--- config.mk ---
export PLATFORM = sky130hd
export DESIGN_NAME = reliable_datagram_ack_retry
export DESIGN_NICKNAME = d
export VERILOG_FILES = /design/src/hw/rtl/rdar_pkg.sv /design/src/hw/rtl/rdar_seen.sv /design/src/hw/rtl/reliable_datagram_ack_retry.sv
export SDC_FILE = /design/constraint.sdc
export NUM_CORES = 2
export LEC_CHECK = 0
export BUFFER_PORTS_ARGS = -buffer_cell sky130_fd_sc_hd__buf_2
export CORE_ASPECT_RATIO = 0.5
export CORE_MARGIN = 2
export CORE_UTILIZATION = 57
export CTS_CLUSTER_DIAMETER = 80
export DETAILED_ROUTE_END_ITERATION = 10
export PLACE_DENSITY = 0.76
export SLEW_MARGIN = 20
export SYNTH_ARGS = -nofsm -noshare
export SYNTH_HDL_FRONTEND = slang
export SYNTH_SLANG_ARGS = --single-unit
--- constraint.sdc ---
create_clock -name clk -period 5.4 [get_ports clk]
set_input_delay 0.81 -clock clk [delete_from_list [all_inputs] [get_ports clk]]
set_output_delay 0.81 -clock clk [all_outputs]
set_load 0.05 [all_outputs]
--- src/hw/rtl/rdar_pkg.sv ---
// shared types and constants of the reliable datagram ack/retry engine
package rdar_pkg;

	localparam int DEF_RETRY_DEPTH = 16;
	localparam int DEF_SEEN_DEPTH  = 64;

	localparam logic [15:0] RETRY_INTERVAL_RST = 16'd200;
	localparam logic [31:0] FIRST_ID           = 32'd1;

	// action codes
	localparam logic [2:0] ACT_SEND = 3'd0;
	localparam logic [2:0] ACT_ACK  = 3'd1;
	localparam logic [2:0] ACT_RECV = 3'd2;
	localparam logic [2:0] ACT_DISC = 3'd3;
	localparam logic [2:0] ACT_TICK = 3'd4;
	localparam logic [2:0] ACT_LINK = 3'd5;

	// result kinds
	localparam logic [2:0] KIND_TX      = 3'd0;
	localparam logic [2:0] KIND_RETX    = 3'd1;
	localparam logic [2:0] KIND_ACK     = 3'd2;
	localparam logic [2:0] KIND_DELIVER = 3'd3;
	localparam logic [2:0] KIND_FULL    = 3'd4;

	typedef enum logic [2:0] {
		ST_IDLE,
		ST_DECODE,
		ST_ACK_SCAN,
		ST_SHIFT,
		ST_RETX,
		ST_SEEN,
		ST_ACK_EMIT
	} state_t;

	typedef struct packed {
		logic [31:0] id;
		logic [7:0]  handle;
	} pend_entry_t;

	typedef struct packed {
		logic lookup;
		logic record;
	} seen_req_t;

	typedef struct packed {
		logic done;
		logic hit;
	} seen_rsp_t;

endpackage

--- src/hw/rtl/rdar_seen.sv ---
// duplicate-suppression ring of received ids with a one-entry-per-cycle lookup
module rdar_seen #(
	parameter int SEEN_DEPTH = rdar_pkg::DEF_SEEN_DEPTH
) (
	input  logic               clk,
	input  logic               arst_n,
	input  rdar_pkg::seen_req_t req,
	input  logic [31:0]        id,
	output rdar_pkg::seen_rsp_t rsp
);
	import rdar_pkg::*;

	localparam int SW = (SEEN_DEPTH > 1) ? $clog2(SEEN_DEPTH) : 1;
	localparam logic [SW-1:0] LAST_SLOT = SW'(SEEN_DEPTH - 1);

	logic [31:0]           mem [SEEN_DEPTH];
	logic [SEEN_DEPTH-1:0] valid_q;
	logic [SW-1:0]         next_q;
	logic [SW-1:0]         sidx_q;
	logic [SW-1:0]         raddr;
	logic                  scan_q;
	logic [31:0]           rd_q;
	logic                  hit;
	logic                  at_end;

	// read address runs one ahead of the compare index
	assign raddr  = (req.lookup || sidx_q == LAST_SLOT) ? '0 : sidx_q + SW'(1);
	assign hit    = scan_q && valid_q[sidx_q] && (rd_q == id);
	assign at_end = (sidx_q == LAST_SLOT);

	always_comb begin
		rsp.done = scan_q && (hit || at_end);
		rsp.hit  = hit;
	end

	always_ff @(posedge clk) begin
		if (req.record) begin
			mem[next_q] <= id;
		end
		rd_q <= mem[raddr];
	end

	always_ff @(posedge clk or negedge arst_n) begin
		if (!arst_n) begin
			scan_q  <= 1'b0;
			sidx_q  <= '0;
			valid_q <= '0;
			next_q  <= '0;
		end else begin
			if (req.lookup) begin
				scan_q <= 1'b1;
				sidx_q <= '0;
			end else if (scan_q) begin
				if (hit || at_end) begin
					scan_q <= 1'b0;
				end else begin
					sidx_q <= sidx_q + SW'(1);
				end
			end
			if (req.record) begin
				valid_q[next_q] <= 1'b1;
				next_q <= (next_q == LAST_SLOT) ? '0 : next_q + SW'(1);
			end
		end
	end

endmodule

--- src/hw/rtl/reliable_datagram_ack_retry.sv ---
// top level of the reliable datagram engine: sequencer, retry table, timer and config
//
// channel   direction  handshake                      word
// command   in         start && !busy                 action, msg_id, payload_handle, elapsed
// result    out        strobe (one cycle, no stall)   kind, out_id, out_handle, last
// config    in/out     apb: psel, penable, pwrite     retry_interval at byte address 0
//
// send, link up and plain ticks finish in the decode state
// ack: scan the table entry by entry up to the matching id, then shift the later entries down one by one
// receive/disconnect: walk the duplicate-store slots (up to SEEN_DEPTH) until a hit or the last slot
// tick with retransmit: one result per outstanding entry, one result per cycle
// the single table read port and the single id comparator of each store set this pace
// reset clears table count, timer, link flag and seen valid bits and sets the id counter to FIRST_ID at once
// the receiver cannot stall: each result word is on the ports for exactly one cycle
module reliable_datagram_ack_retry #(
	parameter int RETRY_DEPTH = rdar_pkg::DEF_RETRY_DEPTH,
	parameter int SEEN_DEPTH  = rdar_pkg::DEF_SEEN_DEPTH
) (
	input  logic        clk,
	input  logic        arst_n,
	// command
	input  logic        start,
	output logic        busy,
	input  logic [2:0]  action,
	input  logic [31:0] msg_id,
	input  logic [7:0]  payload_handle,
	input  logic [15:0] elapsed,
	// result
	output logic        strobe,
	output logic [2:0]  kind,
	output logic [31:0] out_id,
	output logic [7:0]  out_handle,
	output logic        last,
	// config
	input  logic        psel,
	input  logic        penable,
	input  logic        pwrite,
	input  logic [1:0]  paddr,
	input  logic [31:0] pwdata,
	output logic [31:0] prdata,
	output logic        pready
);
	import rdar_pkg::*;

	// table index and count widths
	localparam int IW = (RETRY_DEPTH > 1) ? $clog2(RETRY_DEPTH) : 1;
	localparam int CW = $clog2(RETRY_DEPTH + 1);
	// wider width for index arithmetic against the count
	localparam int AW = CW + 2;
	localparam logic [CW-1:0] DEPTH_C = CW'(RETRY_DEPTH);

	// sequencer and latched command word
	state_t       state_q, state_d;
	logic [2:0]   action_q;
	logic [31:0]  id_q;
	logic [7:0]   handle_q;
	logic [15:0]  elapsed_q;

	// engine state
	logic [CW-1:0] count_q, count_d;
	logic [IW-1:0] idx_q, idx_d;
	logic [31:0]   next_id_q, next_id_d;
	logic [16:0]   timer_q, timer_d;
	logic          link_q, link_d;
	logic [15:0]   interval_q;

	// retry table memory
	pend_entry_t   pend_mem [RETRY_DEPTH];
	pend_entry_t   prd_q;
	pend_entry_t   pend_wdata;
	logic          pwe;
	logic [IW-1:0] pwaddr;
	logic [IW-1:0] praddr;

	// result word
	logic          emit;
	logic [2:0]    e_kind;
	logic [31:0]   e_id;
	logic [7:0]    e_handle;
	logic          e_last;
	logic          strobe_q;
	logic [2:0]    kind_q;
	logic [31:0]   out_id_q;
	logic [7:0]    out_handle_q;
	logic          last_q;

	// duplicate store handshake
	seen_req_t     seen_req;
	seen_rsp_t     seen_rsp;

	// helpers
	logic          accept;
	logic [AW-1:0] cnt_a;
	logic [AW-1:0] idx_p1;
	logic [AW-1:0] idx_p2;
	logic [16:0]   tsum;
	logic          cfg_wr;
	logic          link_after;

	assign accept = start && !busy;
	assign busy   = (state_q != ST_IDLE);
	assign cnt_a  = AW'(count_q);
	assign idx_p1 = AW'(idx_q) + AW'(1);
	assign idx_p2 = AW'(idx_q) + AW'(2);
	assign tsum   = timer_q + 17'(elapsed_q);

	// a fresh disconnect drops the link before the ack decision
	assign link_after = (action_q == ACT_DISC && !seen_rsp.hit) ? 1'b0 : link_q;

	// in a shift the read runs one entry ahead of the write
	assign praddr = (state_d == ST_SHIFT) ? idx_d + IW'(1) : idx_d;

	rdar_seen #(
		.SEEN_DEPTH(SEEN_DEPTH)
	) u_seen (
		.clk   (clk),
		.arst_n(arst_n),
		.req   (seen_req),
		.id    (id_q),
		.rsp   (seen_rsp)
	);

	// config port
	assign pready = 1'b1;
	assign cfg_wr = psel && penable && pwrite && (paddr == 2'd0);
	assign prdata = (paddr == 2'd0) ? {16'd0, interval_q} : 32'd0;

	// sequencer next state and datapath control
	always_comb begin
		state_d       = state_q;
		count_d       = count_q;
		idx_d         = idx_q;
		next_id_d     = next_id_q;
		timer_d       = timer_q;
		link_d        = link_q;
		pwe           = 1'b0;
		pwaddr        = idx_q;
		pend_wdata    = prd_q;
		emit          = 1'b0;
		e_kind        = KIND_TX;
		e_id          = 32'd0;
		e_handle      = 8'd0;
		e_last        = 1'b0;
		seen_req      = '0;

		case (state_q)
			ST_IDLE: begin
				if (accept) begin
					state_d = ST_DECODE;
				end
			end
			ST_DECODE: begin
				state_d = ST_IDLE;
				case (action_q)
					ACT_SEND: begin
						if (link_q) begin
							emit     = 1'b1;
							e_last   = 1'b1;
							e_handle = handle_q;
							if (count_q >= DEPTH_C) begin
								e_kind = KIND_FULL;
							end else begin
								e_kind            = KIND_TX;
								e_id              = next_id_q;
								pwe               = 1'b1;
								pwaddr            = IW'(count_q);
								pend_wdata.id     = next_id_q;
								pend_wdata.handle = handle_q;
								count_d           = count_q + CW'(1);
								next_id_d         = (next_id_q == '1) ? FIRST_ID
								                                      : next_id_q + 32'd1;
							end
						end
					end
					ACT_ACK: begin
						if (count_q != '0) begin
							idx_d   = '0;
							state_d = ST_ACK_SCAN;
						end
					end
					ACT_RECV, ACT_DISC: begin
						seen_req.lookup = 1'b1;
						state_d         = ST_SEEN;
					end
					ACT_TICK: begin
						if (tsum > {1'b0, interval_q}) begin
							timer_d = '0;
							if (link_q && count_q != '0) begin
								idx_d   = '0;
								state_d = ST_RETX;
							end
						end else begin
							timer_d = tsum;
						end
					end
					ACT_LINK: begin
						link_d = 1'b1;
					end
					default: begin
					end
				endcase
			end
			ST_ACK_SCAN: begin
				if (prd_q.id == id_q) begin
					if (idx_p1 >= cnt_a) begin
						count_d = count_q - CW'(1);
						state_d = ST_IDLE;
					end else begin
						state_d = ST_SHIFT;
					end
				end else if (idx_p1 >= cnt_a) begin
					state_d = ST_IDLE;
				end else begin
					idx_d = idx_q + IW'(1);
				end
			end
			ST_SHIFT: begin
				// prd_q holds the entry just above idx_q
				pwe        = 1'b1;
				pwaddr     = idx_q;
				pend_wdata = prd_q;
				if (idx_p2 >= cnt_a) begin
					count_d = count_q - CW'(1);
					state_d = ST_IDLE;
				end else begin
					idx_d = idx_q + IW'(1);
				end
			end
			ST_RETX: begin
				emit     = 1'b1;
				e_kind   = KIND_RETX;
				e_id     = prd_q.id;
				e_handle = prd_q.handle;
				e_last   = (idx_p1 >= cnt_a);
				if (idx_p1 >= cnt_a) begin
					state_d = ST_IDLE;
				end else begin
					idx_d = idx_q + IW'(1);
				end
			end
			ST_SEEN: begin
				if (seen_rsp.done) begin
					if (!seen_rsp.hit) begin
						if (action_q == ACT_DISC) begin
							count_d = '0;
							link_d  = 1'b0;
						end
						seen_req.record = 1'b1;
						emit            = 1'b1;
						e_kind          = KIND_DELIVER;
						e_id            = id_q;
						e_last          = !link_after;
						state_d         = link_after ? ST_ACK_EMIT : ST_IDLE;
					end else begin
						emit    = link_q;
						e_kind  = KIND_ACK;
						e_id    = id_q;
						e_last  = 1'b1;
						state_d = ST_IDLE;
					end
				end
			end
			ST_ACK_EMIT: begin
				emit    = 1'b1;
				e_kind  = KIND_ACK;
				e_id    = id_q;
				e_last  = 1'b1;
				state_d = ST_IDLE;
			end
			default: begin
				state_d = ST_IDLE;
			end
		endcase
	end

	// retry table: one write and one registered read a cycle
	always_ff @(posedge clk) begin
		if (pwe) begin
			pend_mem[pwaddr] <= pend_wdata;
		end
		prd_q <= pend_mem[praddr];
	end

	// command word latch, no reset needed
	always_ff @(posedge clk) begin
		if (accept) begin
			action_q  <= action;
			id_q      <= msg_id;
			handle_q  <= payload_handle;
			elapsed_q <= elapsed;
		end
	end

	// result word payload
	always_ff @(posedge clk) begin
		if (emit) begin
			kind_q       <= e_kind;
			out_id_q     <= e_id;
			out_handle_q <= e_handle;
			last_q       <= e_last;
		end
	end

	// control state
	always_ff @(posedge clk or negedge arst_n) begin
		if (!arst_n) begin
			state_q    <= ST_IDLE;
			count_q    <= '0;
			idx_q      <= '0;
			next_id_q  <= FIRST_ID;
			timer_q    <= '0;
			link_q     <= 1'b0;
			strobe_q   <= 1'b0;
			interval_q <= RETRY_INTERVAL_RST;
		end else begin
			state_q   <= state_d;
			count_q   <= count_d;
			idx_q     <= idx_d;
			next_id_q <= next_id_d;
			timer_q   <= timer_d;
			link_q    <= link_d;
			strobe_q  <= emit;
			if (cfg_wr) begin
				interval_q <= pwdata[15:0];
			end
		end
	end

	assign strobe     = strobe_q;
	assign kind       = kind_q;
	assign out_id     = out_id_q;
	assign out_handle = out_handle_q;
	assign last       = last_q;

	// a non-final word always comes while the sequencer is still working,
	// and the final word finds it back at rest
	a_last_vs_busy: assert property (@(posedge clk) disable iff (!arst_n)
		strobe |-> (last != busy))
		else $error("last flag disagrees with sequencer activity");

	// a table-full word only when the table really is full
	a_full_count: assert property (@(posedge clk) disable iff (!arst_n)
		(strobe && kind == KIND_FULL) |-> (count_q == DEPTH_C))
		else $error("table full reported with free slots");

	// the duplicate store answers only a lookup in progress
	a_seen_done: assert property (@(posedge clk) disable iff (!arst_n)
		seen_rsp.done |-> (state_q == ST_SEEN))
		else $error("duplicate store answered outside a lookup");

	// the id counter never lands on id zero
	a_id_nonzero: assert property (@(posedge clk) disable iff (!arst_n)
		(strobe && kind == KIND_TX) |-> (out_id != 32'd0 && next_id_q != 32'd0))
		else $error("id zero issued");

endmodule
# ---- After elaboration in Yosys (flattened, before gate mapping)
# Memory sizes are Yosys's and may differ from the RTL's. A register that Yosys moved wholly into a read port is not among the register bits.
# Cells that the tools add are included.
dict set report word_totals {
  out_inout_bits 79
  inputBits 99
  ff_bits 259
  mem_count 2
  mem_bits_rw 2688
}
dict set report op_classes {
  muxes 96
  eq_ne 28
  bitwise_logic 2
  order_cmp 7
  addsub 10
  n_reduce_logical 30
}
# name words word_bits read_ports rd_clocked_by_memory_dff write_ports line
set mem_list {}
lappend mem_list {u_seen.mem 64 32 1 1 1 rdar_seen.sv:16} ;# logic [31:0] mem [SEEN_DEPTH];
lappend mem_list {pend_mem 16 40 1 1 1 reliable_datagram_ack_retry.sv:68} ;# pend_entry_t pend_mem [RETRY_DEPTH];
# op n
set ops {}
lappend ops {{32-bit two-way mux} 5}
lappend ops {{40-bit two-way mux} 4}
lappend ops {{32-bit case mux with 4 select lines} 1}
lappend ops {{32-bit equality test} 2}
lappend ops {{64-bit bitwise OR} 1}
lappend ops {{5-bit two-way mux} 9}
lappend ops {{4-bit two-way mux} 11}
lappend ops {{3-bit two-way mux} 12}
lappend ops {{32-bit by 1-bit adder with 32-bit output (second input constant)} 1}
lappend ops {{32-bit equality test (second input constant)} 1}
lappend ops {{6-bit two-way mux} 5}
lappend ops {{1-bit two-way mux} 29}
lappend ops {{5-bit case mux with 4 select lines} 1}
lappend ops {{3-bit case mux with 6 select lines} 1}
lappend ops {{17-bit by 16-bit adder with 17-bit output} 1}
lappend ops {{17-bit by 16-bit greater-than comparator with 1-bit output} 1}
lappend ops {{17-bit two-way mux} 1}
lappend ops {{16-bit two-way mux} 1}
lappend ops {{8-bit two-way mux} 2}
lappend ops {{2-bit != test (second input constant)} 8}
lappend ops {{4-bit case mux with 4 select lines} 1}
lappend ops {{8-bit case mux with 2 select lines} 1}
lappend ops {{3-bit by 2-bit equality test with 1-bit output (second input constant)} 5}
lappend ops {{3-bit equality test (second input constant)} 5}
lappend ops {{37 further kinds} 64}

# ---- Depth between registers and ports, before layout
dict set report depth {
  word_depth 13
  depth_mapped 29
}

# ---- Hierarchy
# From an unflattened synthesis, not the netlist that was laid out.
dict set report hier_totals {
  cells_unflattened 8085
  area_unflattened_um2 120579.4
}
# mod instances area_each_um2 cells_each seq_area_each_um2
set modules_own_cells {}
lappend modules_own_cells {rdar_seen 1 84068.1 5744 64066.4}
lappend modules_own_cells {reliable_datagram_ack_retry 1 36511.3 2341 25094.1}

# ---- Worst setup path before layout
# OpenSTA, ideal clock, no wires.
dict set report synth_path {
  kind {reg2reg}
  startpoint {register elapsed_q[1]}
  endpoint {register prd_q[38] (netlist name)}
  slack_ps -221
  path_stages_with_launch 29
  arrival_time_ps 5497
  path_buffers 2
  cell_sequence {edfxtp_1 > ha_1 > a21o_1 > a21oi_1 > o21bai_1 > a21o_1 > a21oi_1 > o21ai_0 > o21a_1 > a21o_1 > a21oi_1 > xnor2_1 > ha_1 > nand4_1 > nor3_1 > nand4_1 > o21ai_0 > a31o_2 > nand4_1 > a31oi_1 > ha_1 > nand2_1 > xnor2_1 > clkbuf_1 > buf_2 > mux2i_1 > o22ai_1 > nor4b_1 > nor2_1}
}
dict set report synth_between {
  elab_chain_len 7
  elab_cells_between_ends 11
  classes_between {add/sub (2); order compare (1); eq/ne (1); mux (7)}
}
# element line
set synth_lines {}
lappend synth_lines {{from (decl)} reliable_datagram_ack_retry.sv:57} ;# logic [15:0] elapsed_q;
lappend synth_lines {{from (signal assigned)} reliable_datagram_ack_retry.sv:290} ;# elapsed_q <= elapsed;
lappend synth_lines {{17-bit by 16-bit adder with 17-bit output *} reliable_datagram_ack_retry.sv:105} ;# assign tsum = timer_q + 17'(elapsed_q);
lappend synth_lines {{17-bit by 16-bit greater-than comparator with 1-bit output *} reliable_datagram_ack_retry.sv:186} ;# if (tsum > {1'b0, interval_q}) begin
lappend synth_lines {{4-bit two-way mux *} reliable_datagram_ack_retry.sv:186}
lappend synth_lines {{4-bit case mux with 2 select lines *} reliable_datagram_ack_retry.sv:154} ;# case (action_q)
lappend synth_lines {{4-bit case mux with 4 select lines *} reliable_datagram_ack_retry.sv:146} ;# case (state_q)
lappend synth_lines {{via idx_d[0]} reliable_datagram_ack_retry.sv:61} ;# logic [IW-1:0] idx_q, idx_d;
lappend synth_lines {{4-bit by 1-bit adder with 4-bit output} reliable_datagram_ack_retry.sv:111} ;# assign praddr = (state_d == ST_SHIFT) ? idx_d + IW'(1) : idx_d;
lappend synth_lines {{4-bit two-way mux *} reliable_datagram_ack_retry.sv:111}
# The timed path passes the listed nets; every way through them passes the cells marked *.
# A chain may end at the register's enable or synchronous reset.

# ---- Final worst setup path
dict set report layout_path {
  startpoint {register elapsed_q[1]}
  endpoint {register prd_q[32] (netlist name)}
}
dict set report layout_between {
  elab_chain_len 7
  elab_cells_between_ends 11
  classes_between {add/sub (2); order compare (1); eq/ne (1); mux (7)}
}
# element line
set layout_lines {}
lappend layout_lines {{17-bit by 16-bit adder with 17-bit output *} reliable_datagram_ack_retry.sv:105}
lappend layout_lines {{17-bit by 16-bit greater-than comparator with 1-bit output *} reliable_datagram_ack_retry.sv:186}
lappend layout_lines {{4-bit two-way mux *} reliable_datagram_ack_retry.sv:186}
lappend layout_lines {{4-bit case mux with 2 select lines *} reliable_datagram_ack_retry.sv:154}
lappend layout_lines {{4-bit case mux with 4 select lines *} reliable_datagram_ack_retry.sv:146}
lappend layout_lines {{via idx_d[0]} reliable_datagram_ack_retry.sv:61}
lappend layout_lines {{4-bit by 1-bit adder with 4-bit output} reliable_datagram_ack_retry.sv:111}
lappend layout_lines {{4-bit two-way mux *} reliable_datagram_ack_retry.sv:111}
# Marks and branches as above.

==> impl_metrics.tcl <==
set metrics [dict create \
    wl_per_cell_um 29.43 \
    grt_max_degree 179 \
    cts_tree "yes" \
    worst_pin_slew_ps 1180 \
    n_fill_cell 14000 \
    multi_input_area_um2 33500 \
    clkTransAtPathRegs_ps 70 \
    cts-root-buf "clkbuf_16" \
    cp.arrival_ps 6740 \
    synth_enable_flop_cells 2791 \
    dp_slack_ps -799.4 \
    route.detailed.drc 0 \
    r2r_cells 31 \
    final_area_um2 142400 \
    critical_path_class "flop to flop" \
    cts_buffers 269 \
    async_flop_share_pct 5.167 \
    setup_slack_ps -613.8 \
    initial_core_util_pct 57.50 \
    dpl.hpwl_um 196800 \
    hold_violations 0 \
    fin_crit_sh_pct 111.4 \
    cp_max_fo 7 \
    crit_slowest_cell "a221oi_1" \
    fmax_mhz 166.3 \
    route.antenna.remaining_nets 0 \
    track_usage_pct 32.28 \
    clkSinkCount 3019 \
    hold_buffers 0 \
    cp.required_ps 6120 \
    period_needed_ps 6014 \
    violations "negative setup slack" \
    slowest_delay_ps 410 \
    htreeDepth 5 \
    gp_congestion 0.9167 \
    synthesis.area_um2 123400 \
    numPortBuffers 144 \
    syn_to_final_growth_pct 15.38 \
    power_leakage_nw 48.07 \
    hp-class "input port to asynchronous set/reset pin" \
    r2r-end "prd_q[32]" \
    chipWidth_um 662.0 \
    maxCapViolCount 0 \
    coreArea_um2 214600 \
    wirelength_um 371700 \
    rows 120 \
    ys.flop_type "edfxtp_1" \
    final_nets 9712 \
    yosysWarnings 0 \
    startpoint "elapsed_q[1]" \
    timing.rr.start "elapsed_q[1]" \
    synthCells 9306 \
    via_count 86300 \
    firstDrtPassIters 8 \
    final_util_pct 66.35 \
    whs_ps 38.28 \
    skew_ps 41.56 \
    setup_viol 40 \
    crit_path_end_kind "flop" \
    synth_cell_types 81 \
    via_per_inst 6.832 \
    ios 178 \
    grt_pass1_wl_um 527200 \
    rsz0062_at_grt "yes" \
    grt_overflow_total 0 \
    synth-seq-cells 3019 \
    clock_latency_ps 860 \
    die-area_um2 220400 \
    r2r_setup_slack_ps -610 \
    antenna_found_initial 14 \
    slew_viol_final 0 \
    cp-start-kind "flop" \
    ys_seq_area_share_pct 72.27 \
    final-seq-area_um2 89160 \
    drt_iter0_drc 14820 \
    status "finished, violations left" \
    cts_max_path_buffers 4 \
    die_y_um 333.0 \
    placed_cell_area_um2 130800 \
    grt_pass1_vias 81030 \
    ir_drop_mv 0.7390 \
    synth.avg_cell_area_um2 13.26 \
    powerDensity_nw_per_um2 601.0 \
    slew_headroom_pct 20.70 \
    drive_above_1_share_pct 15.46 \
]
[cells in the mapped netlist (10+ instances only)]
master / instances / area [um2]
buf_1: 66 / 247.7
o211ai_1: 253 / 1899
or3_1: 262 / 1639
buf_4: 19 / 142.6
nand4_1: 29 / 181.4
a21oi_1: 224 / 1121
and3_1: 137 / 857.1
a221oi_1: 320 / 2803
ha_1: 51 / 638.1
nand2_1: 1446 / 5428
o311ai_0: 72 / 630.6
or2_2: 61 / 381.6
a211oi_1: 68 / 510.5
dfxtp_1: 72 / 1441
a22o_1: 17 / 148.9
nor3_1: 852 / 4264
mux2i_1: 83 / 830.8
inv_1: 71 / 266.5
xor2_1: 64 / 560.5
a311oi_1: 128 / 1121
a222oi_1: 31 / 310.3
edfxtp_1: 2791 / 83810
a21o_1: 10 / 75.07
o21ai_0: 48 / 240.2
buf_2: 24 / 120.1
nand3_1: 289 / 1446
dfrtp_1: 152 / 3804
mux4_2: 21 / 473.0
xnor2_1: 62 / 543.0
o22ai_1: 42 / 262.8
a31oi_1: 231 / 1445
clkbuf_1: 647 / 2429
nor2_1: 458 / 1719
nor4_1: 90 / 563.0
[sequential cells by signal, summed over array words and instances, names as in the netlist, 8 cells and up]
name	count
u_seen.valid_q	64
out_handle	8
pend_mem	640
timer_q	17
interval_q	16
prd_q	40
id_q	32
handle_q	8
u_seen.mem	2048
elapsed_q	16
out_id	32
next_id_q	32
u_seen.rd_q	32
[area by class of cell]
cell class,instances,area share [%]
Sequential cell,3019,62.63
Multi-Input combinational cell,5475,23.53
Timing Repair Buffer,723,5.369
Clock buffer,361,5.147
Tap cell,2867,2.520
Clock inverter,112,0.6003
Inverter,72,0.1898
Antenna cell,4,0.007031
[per-stage QoR]
step | TNS [ps] | power (mW) | std cells
6_report | -15420 | 85.56 | 12630
5_1_grt | -30100 | 88.30 | 12630
4_1_cts | -7271 | 83.03 | 12590
3_5_place_dp | -22730 | 63.46 | 12070
3_3_place_gp | -23150 | 62.80 | 12070
2_1_floorplan | 0 | 49.44 | 9321
[timing repair]
action | 4_1_cts | 5_1_grt
cloned | 27 | 15
resized for setup | 150 | 169
setup buffers | 25 | 20
endpoints found under the setup margin | 40 | 42
pin swaps | 101 | 71
[cells by family (layout without fill, tap and decap cells)]
| kind of cell | Yosys count | count (layout) | share of synthesized area (%) |
|---|---|---|---|
| mux | 110 | 110 | 1.111 |
| xor+xnor | 126 | 126 | 0.8945 |
| fa+ha+maj | 53 | 53 | 0.5497 |
| buf+inv | 828 | 1268 | 2.601 |
| compound gates | 1484 | 1484 | 8.853 |
| flops | 3019 | 3019 | 72.27 |
| other cells | 2 | 21 | 0.006087 |
| simple gates | 3684 | 3685 | 13.72 |
[how the worst max path moves through the flow]
stage	to	slack (ps)
after global routing	prd_q[32]	-960
after detailed placement	prd_q[3]	-800
final	prd_q[32]	-610
after CTS	prd_q[26]	-260
after global placement	prd_q[0]	-740
after floorplan	prd_q[38]	6
[layout by cell type (no fill, tap or decap), types with 44 or more instances in the layout]
master / instances
nand2_1: 1442
edfxtp_1: 2791
buf_2: 145
clkbuf_1: 76
ha_1: 49
dfrtp_1: 152
a221oi_2: 142
a221oi_1: 156
a21oi_1: 217
nand3_1: 287
or2_2: 61
buf_12: 123
buf_4: 384
xor2_1: 63
o21ai_0: 44
inv_1: 71
mux2i_1: 78
nor3_1: 837
o211ai_1: 253
o311ai_0: 72
or3_1: 260
nor2_4: 81
nor4_1: 72
and3_1: 136
xnor2_1: 57
clkbuf_16: 288
a311oi_1: 128
dfxtp_1: 72
a211oi_1: 68
nor2_1: 377
a31oi_1: 230
[power by group]
part           internal, mW  total [mW]  switching (mW)
logic                  12.4        38.0            25.6
registers              28.0        29.0            1.03
clock network          10.1        18.5            8.41
total                  50.5        85.6            35.1
[layer usage]
metal / track usage (%) / wire length [um] / vias to the layer above
met5: 0 / 29 / -
met1: 42.75 / 128900 / 42110
met2: 49.29 / 167300 / 6802
met4: 17.65 / 23360 / 6
li1: - / - / 36170
met3: 8.195 / 52080 / 1215
[critical path, delay by kind of cell (launching register included)]
kind | cells | cell delay [ps]
AOI/OAI and AO/OA | 15 | 2690
xor gates and xnor gates | 1 | 70
adders and majority gates | 3 | 830
buffers and inverters | 6 | 950
DFF | 1 | 400
and+or+nand+nor | 6 | 930
(Power assumes the default switching activity.)
